--- src/stm_pkg.sv ---
// shared types, codes and helpers for the sparse table range minimum engine
package stm_pkg;

  // query positions are always carried on ten bits
  localparam int unsigned POS_W  = 10;
  localparam int unsigned SPAN_W = POS_W + 1;
  localparam int unsigned LOG_W  = 4;

  // request codes
  localparam logic [1:0] MODE_APPEND = 2'd0;
  localparam logic [1:0] MODE_QUERY  = 2'd1;
  localparam logic [1:0] MODE_CLEAR  = 2'd2;

  // sequencer states
  typedef enum logic [1:0] {
    ST_IDLE,
    ST_FILL,
    ST_QB,
    ST_QOUT
  } stm_state_t;

  // memory port controls from the sequencer
  typedef struct packed {
    logic wr_en;
    logic rd_en;
  } stm_mem_ctl_t;

  // floor of log2 for a nonzero span
  function automatic logic [LOG_W-1:0] floor_log2(input logic [SPAN_W-1:0] x);
    logic [LOG_W-1:0] k;
    k = '0;
    for (int i = 1; i < SPAN_W; i++) begin
      if (x[i]) begin
        k = LOG_W'(i);
      end
    end
    return k;
  endfunction

endpackage

--- src/stm_ctrl.sv ---
// sequencer for appends, clears, window fills and range queries
module stm_ctrl
  import stm_pkg::*;
#(
  parameter int unsigned DEPTH       = 1024,
  parameter int unsigned VALUE_WIDTH = 32,
  parameter int unsigned PW          = 10,
  parameter int unsigned LW          = 4,
  parameter int unsigned LEVELS      = 11
) (
  input  logic                          clk,
  input  logic                          rst,
  input  logic                          start,
  input  logic [1:0]                    mode,
  input  logic signed [VALUE_WIDTH-1:0] value,
  input  logic [POS_W-1:0]              left_pos,
  input  logic [POS_W-1:0]              right_pos,
  output logic                          busy,
  output logic                          strobe,
  output logic signed [VALUE_WIDTH-1:0] min_value,
  output logic                          error,
  output stm_mem_ctl_t                  mem_ctl,
  output logic [LW+PW-1:0]              waddr,
  output logic signed [VALUE_WIDTH-1:0] wdata,
  output logic [LW+PW-1:0]              raddr,
  input  logic signed [VALUE_WIDTH-1:0] rdata
);

  localparam int unsigned CW = $clog2(DEPTH + 1);

  stm_state_t state, state_next;

  logic [CW-1:0]                 count;
  logic [CW-1:0]                 np;
  logic [LW-1:0]                 lvl;
  logic signed [VALUE_WIDTH-1:0] prev;
  logic signed [VALUE_WIDTH-1:0] qa;
  logic [LW+PW-1:0]              qb_addr;
  logic                          qerr;

  logic                          accept;
  logic                          full;

  // query address arithmetic
  logic [POS_W-1:0]       lo;
  logic [POS_W-1:0]       hi;
  logic [SPAN_W-1:0]      span;
  logic [LOG_W-1:0]       qk4;
  logic [LW+LOG_W-1:0]    qk_wide;
  logic [LW-1:0]          qk;
  logic [SPAN_W-1:0]      b_start;
  logic [PW+SPAN_W-1:0]   b_wide;
  logic [PW+POS_W-1:0]    lo_wide;
  logic [CW+POS_W-1:0]    hi_cmp;
  logic [CW+POS_W-1:0]    cnt_cmp;
  logic                   q_err_in;

  // append and fill arithmetic
  logic [CW-1:0]          cm1;
  logic [CW-1:0]          s_cur;
  logic [LW:0]            lvl1;
  logic [CW-1:0]          len_next;
  logic [CW-1:0]          s_next;
  logic                   more;
  logic signed [VALUE_WIDTH-1:0] fill_min;
  logic signed [VALUE_WIDTH-1:0] q_min;

  assign accept = start && !busy;
  assign full   = (count == CW'(DEPTH));

  // order the query positions, find the two windows and flag positions past the loaded count
  always_comb begin
    lo       = (left_pos > right_pos) ? right_pos : left_pos;
    hi       = (left_pos > right_pos) ? left_pos : right_pos;
    span     = {1'b0, hi} - {1'b0, lo} + SPAN_W'(1);
    qk4      = floor_log2(span);
    qk_wide  = {{LW{1'b0}}, qk4};
    qk       = qk_wide[LW-1:0];
    b_start  = {1'b0, hi} + SPAN_W'(1) - (SPAN_W'(1) << qk4);
    b_wide   = {{PW{1'b0}}, b_start};
    lo_wide  = {{PW{1'b0}}, lo};
    hi_cmp   = {{CW{1'b0}}, hi};
    cnt_cmp  = {{POS_W{1'b0}}, count};
    q_err_in = (hi_cmp >= cnt_cmp);
  end

  // window starts for the level being built and the next one
  always_comb begin
    cm1      = count - CW'(1);
    s_cur    = np - (CW'(1) << lvl);
    lvl1     = {1'b0, lvl} + (LW + 1)'(1);
    len_next = CW'(1) << lvl1;
    s_next   = np - len_next;
    more     = (lvl1 < (LW + 1)'(LEVELS)) && (len_next <= np);
    fill_min = (rdata < prev) ? rdata : prev;
    q_min    = (qa < rdata) ? qa : rdata;
  end

  // next state
  always_comb begin
    state_next = state;
    case (state)
      ST_IDLE: begin
        if (accept && mode == MODE_APPEND && !full && count != '0) begin
          state_next = ST_FILL;
        end else if (accept && mode == MODE_QUERY) begin
          state_next = ST_QB;
        end
      end
      ST_FILL: begin
        if (!more) begin
          state_next = ST_IDLE;
        end
      end
      ST_QB:   state_next = ST_QOUT;
      ST_QOUT: state_next = ST_IDLE;
      default: state_next = ST_IDLE;
    endcase
  end

  // memory port drive and busy
  always_comb begin
    mem_ctl = '0;
    waddr   = '0;
    wdata   = value;
    raddr   = '0;
    busy    = 1'b1;
    case (state)
      ST_IDLE: begin
        busy = 1'b0;
        if (accept && mode == MODE_APPEND && !full) begin
          mem_ctl.wr_en = 1'b1;
          waddr         = {{LW{1'b0}}, count[PW-1:0]};
          wdata         = value;
          mem_ctl.rd_en = (count != '0);
          raddr         = {{LW{1'b0}}, cm1[PW-1:0]};
        end else if (accept && mode == MODE_QUERY) begin
          mem_ctl.rd_en = 1'b1;
          raddr         = {qk, lo_wide[PW-1:0]};
        end
      end
      ST_FILL: begin
        mem_ctl.wr_en = 1'b1;
        waddr         = {lvl, s_cur[PW-1:0]};
        wdata         = fill_min;
        mem_ctl.rd_en = more;
        raddr         = {lvl, s_next[PW-1:0]};
      end
      ST_QB: begin
        mem_ctl.rd_en = 1'b1;
        raddr         = qb_addr;
      end
      ST_QOUT: begin
        busy = 1'b1;
      end
      default: begin
        busy = 1'b1;
      end
    endcase
  end

  // control registers
  always_ff @(posedge clk) begin
    if (rst) begin
      state  <= ST_IDLE;
      count  <= '0;
      strobe <= 1'b0;
    end else begin
      state  <= state_next;
      strobe <= (state == ST_QOUT);
      if (state == ST_IDLE && accept && mode == MODE_CLEAR) begin
        count <= '0;
      end else if (state == ST_IDLE && accept && mode == MODE_APPEND && !full &&
                   count == '0) begin
        count <= CW'(1);
      end else if (state == ST_FILL && !more) begin
        count <= np;
      end
    end
  end

  // payload registers
  always_ff @(posedge clk) begin
    case (state)
      ST_IDLE: begin
        np      <= count + CW'(1);
        lvl     <= LW'(1);
        prev    <= value;
        qb_addr <= {qk, b_wide[PW-1:0]};
        qerr    <= q_err_in;
      end
      ST_FILL: begin
        prev <= fill_min;
        lvl  <= lvl1[LW-1:0];
      end
      ST_QB: begin
        qa <= rdata;
      end
      ST_QOUT: begin
        min_value <= qerr ? '0 : q_min;
        error     <= qerr;
      end
      default: begin
        qa <= qa;
      end
    endcase
  end

  // results never come in adjacent cycles
  a_strobe_single: assert property (@(posedge clk) disable iff (rst)
    strobe |=> !strobe)
    else $error("result strobe held for two cycles");

  // an out-of-range query reports zero
  a_err_zero: assert property (@(posedge clk) disable iff (rst)
    strobe && error |-> min_value == '0)
    else $error("flagged query carries a nonzero minimum");

  // every accepted query answers through states ST_QB and ST_QOUT and the strobe register
  a_query_latency: assert property (@(posedge clk) disable iff (rst)
    start && !busy && mode == MODE_QUERY |-> ##3 strobe)
    else $error("query result missing");

  // the loaded count stays within the table
  a_count_bound: assert property (@(posedge clk) disable iff (rst)
    count <= CW'(DEPTH))
    else $error("loaded count beyond depth");

  // each fill step writes one window
  a_fill_writes: assert property (@(posedge clk) disable iff (rst)
    state == ST_FILL |-> mem_ctl.wr_en)
    else $error("fill step without a table write");

endmodule

--- config.mk ---
export PLATFORM = sky130hd
export DESIGN_NAME = stm_ctrl
export DESIGN_NICKNAME = d
export VERILOG_FILES = /design/src/stm_pkg.sv /design/src/stm_ctrl.sv
export SDC_FILE = /design/constraint.sdc
export NUM_CORES = 1
export LEC_CHECK = 0
export BUFFER_PORTS_ARGS = -buffer_cell sky130_fd_sc_hd__buf_2
export CAP_MARGIN = 25
export CORE_UTILIZATION = 55
export CTS_CLUSTER_DIAMETER = 200
export DETAILED_ROUTE_END_ITERATION = 8
export PLACE_DENSITY = 0.88
export SLEW_MARGIN = 20
export SYNTH_ARGS = -nofsm -noshare
export SYNTH_HDL_FRONTEND = slang
export SYNTH_SLANG_ARGS = --single-unit
export TNS_END_PERCENT = 1
--- constraint.sdc ---
create_clock -name clk -period 7.7 [get_ports clk]
set_input_delay 0.77 -clock clk [delete_from_list [all_inputs] [get_ports clk]]
set_output_delay 0.77 -clock clk [all_outputs]
set_load 0.02 [all_outputs]
# After elaboration in Yosys (flattened, before gate mapping)
# Index checks and enable logic that the tools add are counted.
# Widths: inputs -> output; s select.
[word_totals]
register_bits = 141
input_bits = 89
word_cells = 95
[classes]
add_sub_neg = 9
magnitude_cmp = 6
n_eq_ne = 8
shifts = 3
mux = 34
reduce_logical = 23
[op_table]
columns = ["operator", "n"]
rows = [
  ["$mux 32", 3],
  ["$lt 32x32->1", 2],
  ["$pmux 32 s2", 1],
  ["$pmux 14 s3", 1],
  ["$mux 4", 8],
  ["$mux 10", 3],
  ["$sub 10x10->10", 3],
  ["$mux 14", 2],
  ["$pmux 14 s2", 1],
  ["$add 11x1->11 const B", 2],
  ["$shl 1x4->10 const A", 2],
  ["$logic_and 1x1->1", 12],
  ["$eq 11x11->1 const B", 1],
  ["$ge 10x11->1", 1],
  ["$le 11x11->1", 1],
  ["$logic_not 11->1", 1],
  ["$reduce_bool 11->1", 1],
  ["$shl 1x5->11 const A", 1],
  ["$sub 10x10->11", 1],
  ["$add 10x1->10 const B", 1],
  ["$gt 10x10->1", 1],
  ["$sub 10x1->10 const B", 1],
  ["$mux 2", 4],
  ["$pmux 2 s4", 1],
  ["16 further kinds", 28],
]

# Longest topological paths before layout
# Gate-level depths: netlist (run 1).
[logic_depth]
word_depth = 17
ltp_mapped = 29
mapped_depth_nobuf = 28

# Worst setup path after synthesis (run 1)
# No wires, ideal clock.
[synth_path]
path_type = "input-to-reg"
startpoint = "in right_pos[5]"
endpoint = "reg qb_addr[9] (data pin)"
arrival_ns = 6.467
slack_ns = 0.973
path_stages = 29
n_path_buf = 1
path_cell_list = "inv_1 ha_1 a21oi_1 o21ai_0 a2111oi_4 or2_1 clkbuf_1 or3_1 o21ai_0 ha_1 fa_1 and3_1 o21ai_0 a2bb2oi_1 xnor2_1 o21ai_0 nor2b_1 and3_1 ha_1 inv_1 ha_1 fa_1 a21oi_1 nor2_1 nor3_1 nor2_1 o41ai_1 xor3_1 xor2_1"
[synth_between]
elab_chain_len = 16
word_cells_on_any_way = 18
[synth_lines]
columns = ["element", "line_no", "rtl"]
rows = [
  ["start: declaration", "stm_ctrl.sv:17", "input logic [POS_W-1:0] right_pos,"],
  ["$gt 10x10->1", "stm_ctrl.sv:73, stm_ctrl.sv:74", ""],
  ["$mux 10, on equally long branches", "stm_ctrl.sv:74, stm_ctrl.sv:73", ""],
  ["$sub 10x10->11 *", "stm_ctrl.sv:75", "span = {1'b0, hi} - {1'b0, lo} + SPAN_W'(1);"],
  ["$add 11x1->11 *", "stm_ctrl.sv:75", ""],
  ["$mux 1", "stm_pkg.sv:33", "if (x[i]) begin"],
  ["$mux 2", "stm_pkg.sv:33", ""],
  ["$mux 4 (7 in series)", "stm_pkg.sv:33", ""],
  ["$mux 4 *", "stm_pkg.sv:33", ""],
  ["named net qk[0]", "stm_ctrl.sv:50", "logic [LW-1:0] qk;"],
  ["$shl 1x4->10 *", "stm_ctrl.sv:79", "b_start = {1'b0, hi} + SPAN_W'(1) - (SPAN_W'(1) << qk4);"],
  ["$sub 10x10->10 *", "stm_ctrl.sv:79", ""],
  ["named net b_start[9]", "stm_ctrl.sv:51", "logic [SPAN_W-1:0] b_start;"],
  ["end signal: assignment", "stm_ctrl.sv:189", "qb_addr <= {qk, b_wide[PW-1:0]};"],
  ["end: declaration", "stm_ctrl.sv:38", "logic [LW+PW-1:0] qb_addr;"],
]
# The timed path passes the listed nets; every way through them passes the cells marked *.
# A chain may end at the register's enable or synchronous reset.

# Worst setup path after layout (run 1)
# Ends and elaborated chain as after synthesis.

==> results of run 1 <==
==> timing repair <==
action,4_1_cts,5_1_grt
endpoints found under the setup margin,0,1
resized for setup,0,2
hold endpoints to repair,0,0
==> how the worst min path moves through the flow <==
stage                                start                      to  cells past startpoint
finish              count[10]$_SDFFE_PP0P_  count[10]$_SDFFE_PP0P_                      2
global route                           rst       strobe$_SDFF_PP0_                      2
CTS                                    rst       strobe$_SDFF_PP0_                      2
detailed placement  count[10]$_SDFFE_PP0P_  count[10]$_SDFFE_PP0P_                      2
global placement    count[10]$_SDFFE_PP0P_  count[10]$_SDFFE_PP0P_                      2
floorplan           count[10]$_SDFFE_PP0P_  count[10]$_SDFFE_PP0P_                      2
==> flip-flops by register name (all words and copies together), names as in the netlist <==
register	count
error	1
strobe	1
qa	32
count	11
min_value	32
np	11
prev	32
state	2
lvl	4
qerr	1
qb_addr	14
==> layout make-up <==
class                      instances  area (sq um)  area share
antenna                            1          2.50    0.000184
clock buffer                      17           425      0.0312
clock inverter                    15           178      0.0130
inverter                         132           495      0.0364
multi-input combinational        978          7000       0.514
sequential                       141          4090       0.301
tap                              275           344      0.0253
timing repair buffer             202          1080      0.0792
==> through the flow <==
stage	utilization	hold WS (ns)
5_1_grt	0.648	0.556
3_3_place_gp	0.616	0.541
4_1_cts	0.646	0.542
3_5_place_dp	0.617	0.544
6_report	0.648	0.559
2_1_floorplan	-	0.493
==> worst register-to-register path, delay by kind of cell, from the launching register on <==
family,cells,cell delay [ns]
AO/OA/AOI/OAI,4,1.28
adder cells (fa/ha/maj),3,1.16
AND/OR/NAND/NOR,4,0.57
flip-flops,1,0.54
buffers and inverters,2,0.35
==> logic make-up after synthesis <==
family | count (synthesis)
AO/OA/AOI/OAI | 405
AND/OR/NAND/NOR | 347
buffers and inverters | 198
adder cells (fa/ha/maj) | 151
flip-flops | 141
XOR/XNOR | 40
multiplexers | 35
==> layout by cell type (no fill, tap or decap), drive strengths merged, types with 35 or more instances in the layout <==
cell,Yosys,final
nand3,61,61
inv,132,139
ha,147,147
a31oi,35,35
buf,4,202
o21ai,101,101
a21oi,99,99
a211oi,40,40
nand2,77,77
nor2,99,99
edfxtp,127,127
==> power by group through the flow <==
stage / Combinational [mW] / Clock (mW) / Sequential [mW]
2_1_floorplan: 0.835 / 0 / 0.998
3_3_place_gp: 1.11 / 0 / 1.02
3_5_place_dp: 1.15 / 0 / 1.02
4_1_cts: 1.16 / 0.858 / 1.00
5_1_grt: 1.30 / 0.881 / 1.01
6_report: 1.19 / 0.856 / 1.01
==> layer usage <==
layer / wire (um) / GRT usage / part of all wire / vias to the layer above
li1: - / - / - / 5236
met3: 3130 / 0.0632 / 0.091 / 87
met2: 16500 / 0.524 / 0.48 / 639
met4: 997 / 0.114 / 0.029 / 2
met1: 13700 / 0.389 / 0.40 / 5247
met5: 8 / 0 / 0.00023 / -
==> metrics, run 1 <==
num rows 53; Routed Antenna Nets 0; RR Endpoint count[7]$_SDFFE_PP0P_; vias per inst 6.37; mux contribution to synthesized area 0.0299; Layout area overhead 15.4%; fillers 1674; Slew Limit Fails 0; DRC violation count after routing 0; GR Util All Layers 0.310; CP startpoint kind input port; global route overflow 0; DR WL/cell 19.5 um; Clock Power Share 0.280; Design Power 3.05 mW; Synth Instances about 1300; Area contributors post-synth edfxtp_1 32%, ha_1 16%, o21ai_0 4.2%; clk buf depth 2; Setup Skew ~0.012 ns; Post-Route Setup TNS 0 ns; crit path from right_pos[5]; vias in the first global route 10400; Syn Std Cell Area ~12000 sq um; WP data required roughly 8 ns; area share of the largest cell type after synthesis 0.323; number of flops mapped to enable cells by yosys about 130; Tmin final 6.99 ns; Reg2Reg Depth 13; vias 11200; # hold bufs at CTS 0; clock-pin slew on the worst setup and hold paths 0.06 ns; post-synthesis adder-cell area fraction 0.163; final net count 1712; final setup fails 0; WP depth 28; DRT Pass-1 Iters 5; P_int 1.88 mW; crit-path max FO 17; worst skew pair latency approximately 0.43 ns; Worst Path Buf+Inv 3; die width 148 um; Starting Density 0.561; Crit-path slowest cell a2111oi_4; worst reg-to-reg setup slack 3.74 ns; Synth top cells by count 147 x ha_1, 132 x inv_1, 127 x edfxtp_1, 100 x o21ai_0, 99 x nor2_1; Inst Count DP 1727; combinational fraction of design power 0.390; die area 22000 sq um; crit path to qb_addr[9]$_DFFE_PP_; cts bufs inserted 17; CTS tree built; ys async rst share 0; Net Switching 1.17 mW; core area 21000 sq um; IO buf count ~190; Sw Ratio 0.383; H-tree levels 4; Compound-Gate Fraction of Synth Area 0.225; Post-Synth Simple-Gate Area 0.140; Worst VDD drop 0.163 mV; Setup WS pre-CTS approximately 0.14 ns; FMAX about 140 MHz; TritonCTS Sinks 141; Root Buffer clkbuf_16; sequential power share 0.330; sequential element share of the synthesized area 0.347; crit share post-route 0.908; worst endpoint data arrival time approximately 7.2 ns; RD Place Congestion slightly above 0.9; Max-Cap Viols 0; crit path kind in2reg; Fin. Hold Viols 0; Hold Crit Class reg2reg; Synth area leader edfxtp_1; final wirelength around 34000 um; largest family of logic cells by synthesized area compound AO/OA/AOI/OAI gates; cell with the most instances after synthesis ha_1; Slew HR 0.357; DRT iter0 DRCs 1018; Die Span Y 148 um; postcts setup bufs 0; Syn Nets 1557; worst slew pin tran between 0.9 and 1 ns; hpwl dp between 20000 and 30000 um; share of layout cells above drive strength 1 0.170; initial antenna violation count 1; Design Area, Final 13600 sq um; synthesized area per cell 8.96 sq um; first-pass GRT wire length 53500 um; library cells used by synthesis 68; Crit path top cell by count ha_1; P_leak 5.97 nW; Yosys reg bits 141; endpoint class of the critical path flop; largest net degree at the start of global routing 65; # IOs 186; worst r2r src lvl[0]$_SDFFCE_PN1P_; post-route setup slack around 0.71 ns; status completed; crit-path max cell delay slightly above 0.6 ns; placed cell area 13000 sq um; Pwr Density 224 nW/um^2; Primary FF master, synth edfxtp_1; RSZ-0062 raised after global routing false; XOR/XNOR Fraction of Synth Area 0.0310; final std cells w/o fill 1761; cell family with most CP delay compound AO/OA/AOI/OAI gates; Warnings, synthesis 0
(Power assumes the default switching activity.)
==> inputs of run 2 (changes only) <==
--- a/config.mk
+++ b/config.mk
@@ -10,7 +10,7 @@
 export CORE_UTILIZATION = 55
 export CTS_CLUSTER_DIAMETER = 200
 export DETAILED_ROUTE_END_ITERATION = 8
-export PLACE_DENSITY = 0.88
+export PLACE_DENSITY = 0.83
 export SLEW_MARGIN = 20
 export SYNTH_ARGS = -nofsm -noshare
 export SYNTH_HDL_FRONTEND = slang
==> run 2 against run 1 <==
Net effect:
- clock skew up 0.0017 ns
- register-to-register slack better by 0.03 ns
- sequential power about the same
- design area down 0.36%
- worst setup slack better by 0.017 ns
- hold slack better by 0.0094 ns
- die area unchanged
- maximum frequency up 0.25%
- critical path type unchanged
==> metrics, run 2 (synthesis gave the netlist of run 1 again) <==
Register Area 4090 sq um; Worst VDD drop roughly 0.18 mV; Inst Count DP 1728; cell family with most CP delay compound AO/OA/AOI/OAI gates; GR Util All Layers 0.306; DRT iter0 DRCs 1086; placed cell area 13000 sq um; Design Area, Final about 14000 sq um; vias in the first global route 10300; Root Buffer clkbuf_16; Setup Skew 0.0136 ns; final std cells w/o fill 1762; worst slew pin tran approximately 0.95 ns; DRC violation count after routing 0; Crit-path slowest cell a2111oi_4; highest routed metal layer met4; # hold bufs at CTS 0; # IOs 186; vias between 10000 and 15000; final wirelength 33700 um; Die Span Y roughly 150 um; fillers 1724; Hold Crit Class reg2reg; Pwr Density 221 nW/um^2; Fin. Hold Viols 0; most common cell after layout, fill and taps aside buf_2; hpwl dp approximately 25000 um; worst r2r src lvl[0]$_SDFFCE_PN1P_; clock-pin slew on the worst setup and hold paths approximately 0.06 ns; crit path kind in2reg; post-route setup slack 0.727 ns; CP startpoint kind input port; DRT Pass-1 Iters 8; vias per inst 6.31; commonest non-fill, non-tap cells in the layout 186 x buf_2, 146 x ha_1, 131 x inv_1, 127 x edfxtp_1, 100 x o21ai_0; Worst Path Buf+Inv 2; CTS tree built; Min Hold Slack 0.569 ns; status completed; Setup WS pre-CTS 0.426 ns; Starting Density 0.561; postcts setup bufs 0; crit-path max FO 11; WP data required 7.86 ns; DR WL/cell 19.1 um; largest net degree at the start of global routing 65; IO buf count around 190; final net count 1713; crit-path max cell delay 0.62 ns; TritonCTS Sinks between 100 and 150; initial antenna violation count 1; num rows 53; worst reg-to-reg setup slack 3.77 ns; die area 22000 sq um; WL met1 roughly 14000 um; core area 21000 sq um; endpoint class of the critical path flop; clk buf depth 2; CTS resizes 0; FMAX 143 MHz; area of the multi-input gates 7000 sq um; H-tree levels 4; crit share post-route 0.906; worst endpoint data arrival time 7.14 ns; Top Registers min_value (32), prev (32), qa (32); cts bufs inserted 17; global route overflow 0; WL met3 between 2000 and 3000 um; Layout area overhead 15.0%; die width 148 um; final setup fails 0; first-pass GRT wire length 52900 um; crit path from right_pos[5]; P_leak 5.94 nW; Finished Core Util 0.646; Design Power roughly 3.0 mW; Slew HR 0.366; RSZ-0062 raised after global routing false; routed wl met2 around 16000 um; Post-Route Setup TNS 0 ns; RD Place Congestion roughly 0.94; worst skew pair latency 0.43 ns; hold path start count[8]$_SDFFE_PP0P_; Routed Antenna Nets 0; Max-Cap Viols 0; share of layout cells above drive strength 1 0.168; Tmin final 6.97 ns; Slew Limit Fails 0
run 2: path summary, 6_finish.rpt:
check / endpoint / depth (start not counted)
min reg2reg: count[8]$_SDFFE_PP0P_ / 2
max reg2reg: count[0]$_SDFFE_PP0P_ / 13
max: qb_addr[9]$_DFFE_PP_ / 27
min: count[8]$_SDFFE_PP0P_ / 2
run 2: power by group:
part | switching (mW) | total (mW) | internal (mW)
Sequential | 0.0577 | 1.01 | 0.949
Clock | 0.351 | 0.805 | 0.453
Combinational | 0.744 | 1.19 | 0.447
Total | 1.15 | 3.00 | 1.85
run 2: per-layer routing:
layer	vias to the layer above	track usage
met5	-	0
met4	0	0.131
met3	103	0.0482
met2	578	0.506
met1	5216	0.396
li1	5225	-
run 2: worst min-delay path, delay by kind of cell, from the launching register on:
kind,cells,cell delay [ns]
compound gates,1,0.06
simple gates,1,0.09
flops,1,0.37
run 2: final cells by class:
class / instances / area share
timing repair buffer: 203 / 0.0791
inverter: 132 / 0.0365
antenna: 1 / 0.000184
sequential: 141 / 0.302
clock buffer: 19 / 0.0319
clock inverter: 13 / 0.00968
tap: 275 / 0.0254
multi-input combinational: 978 / 0.516
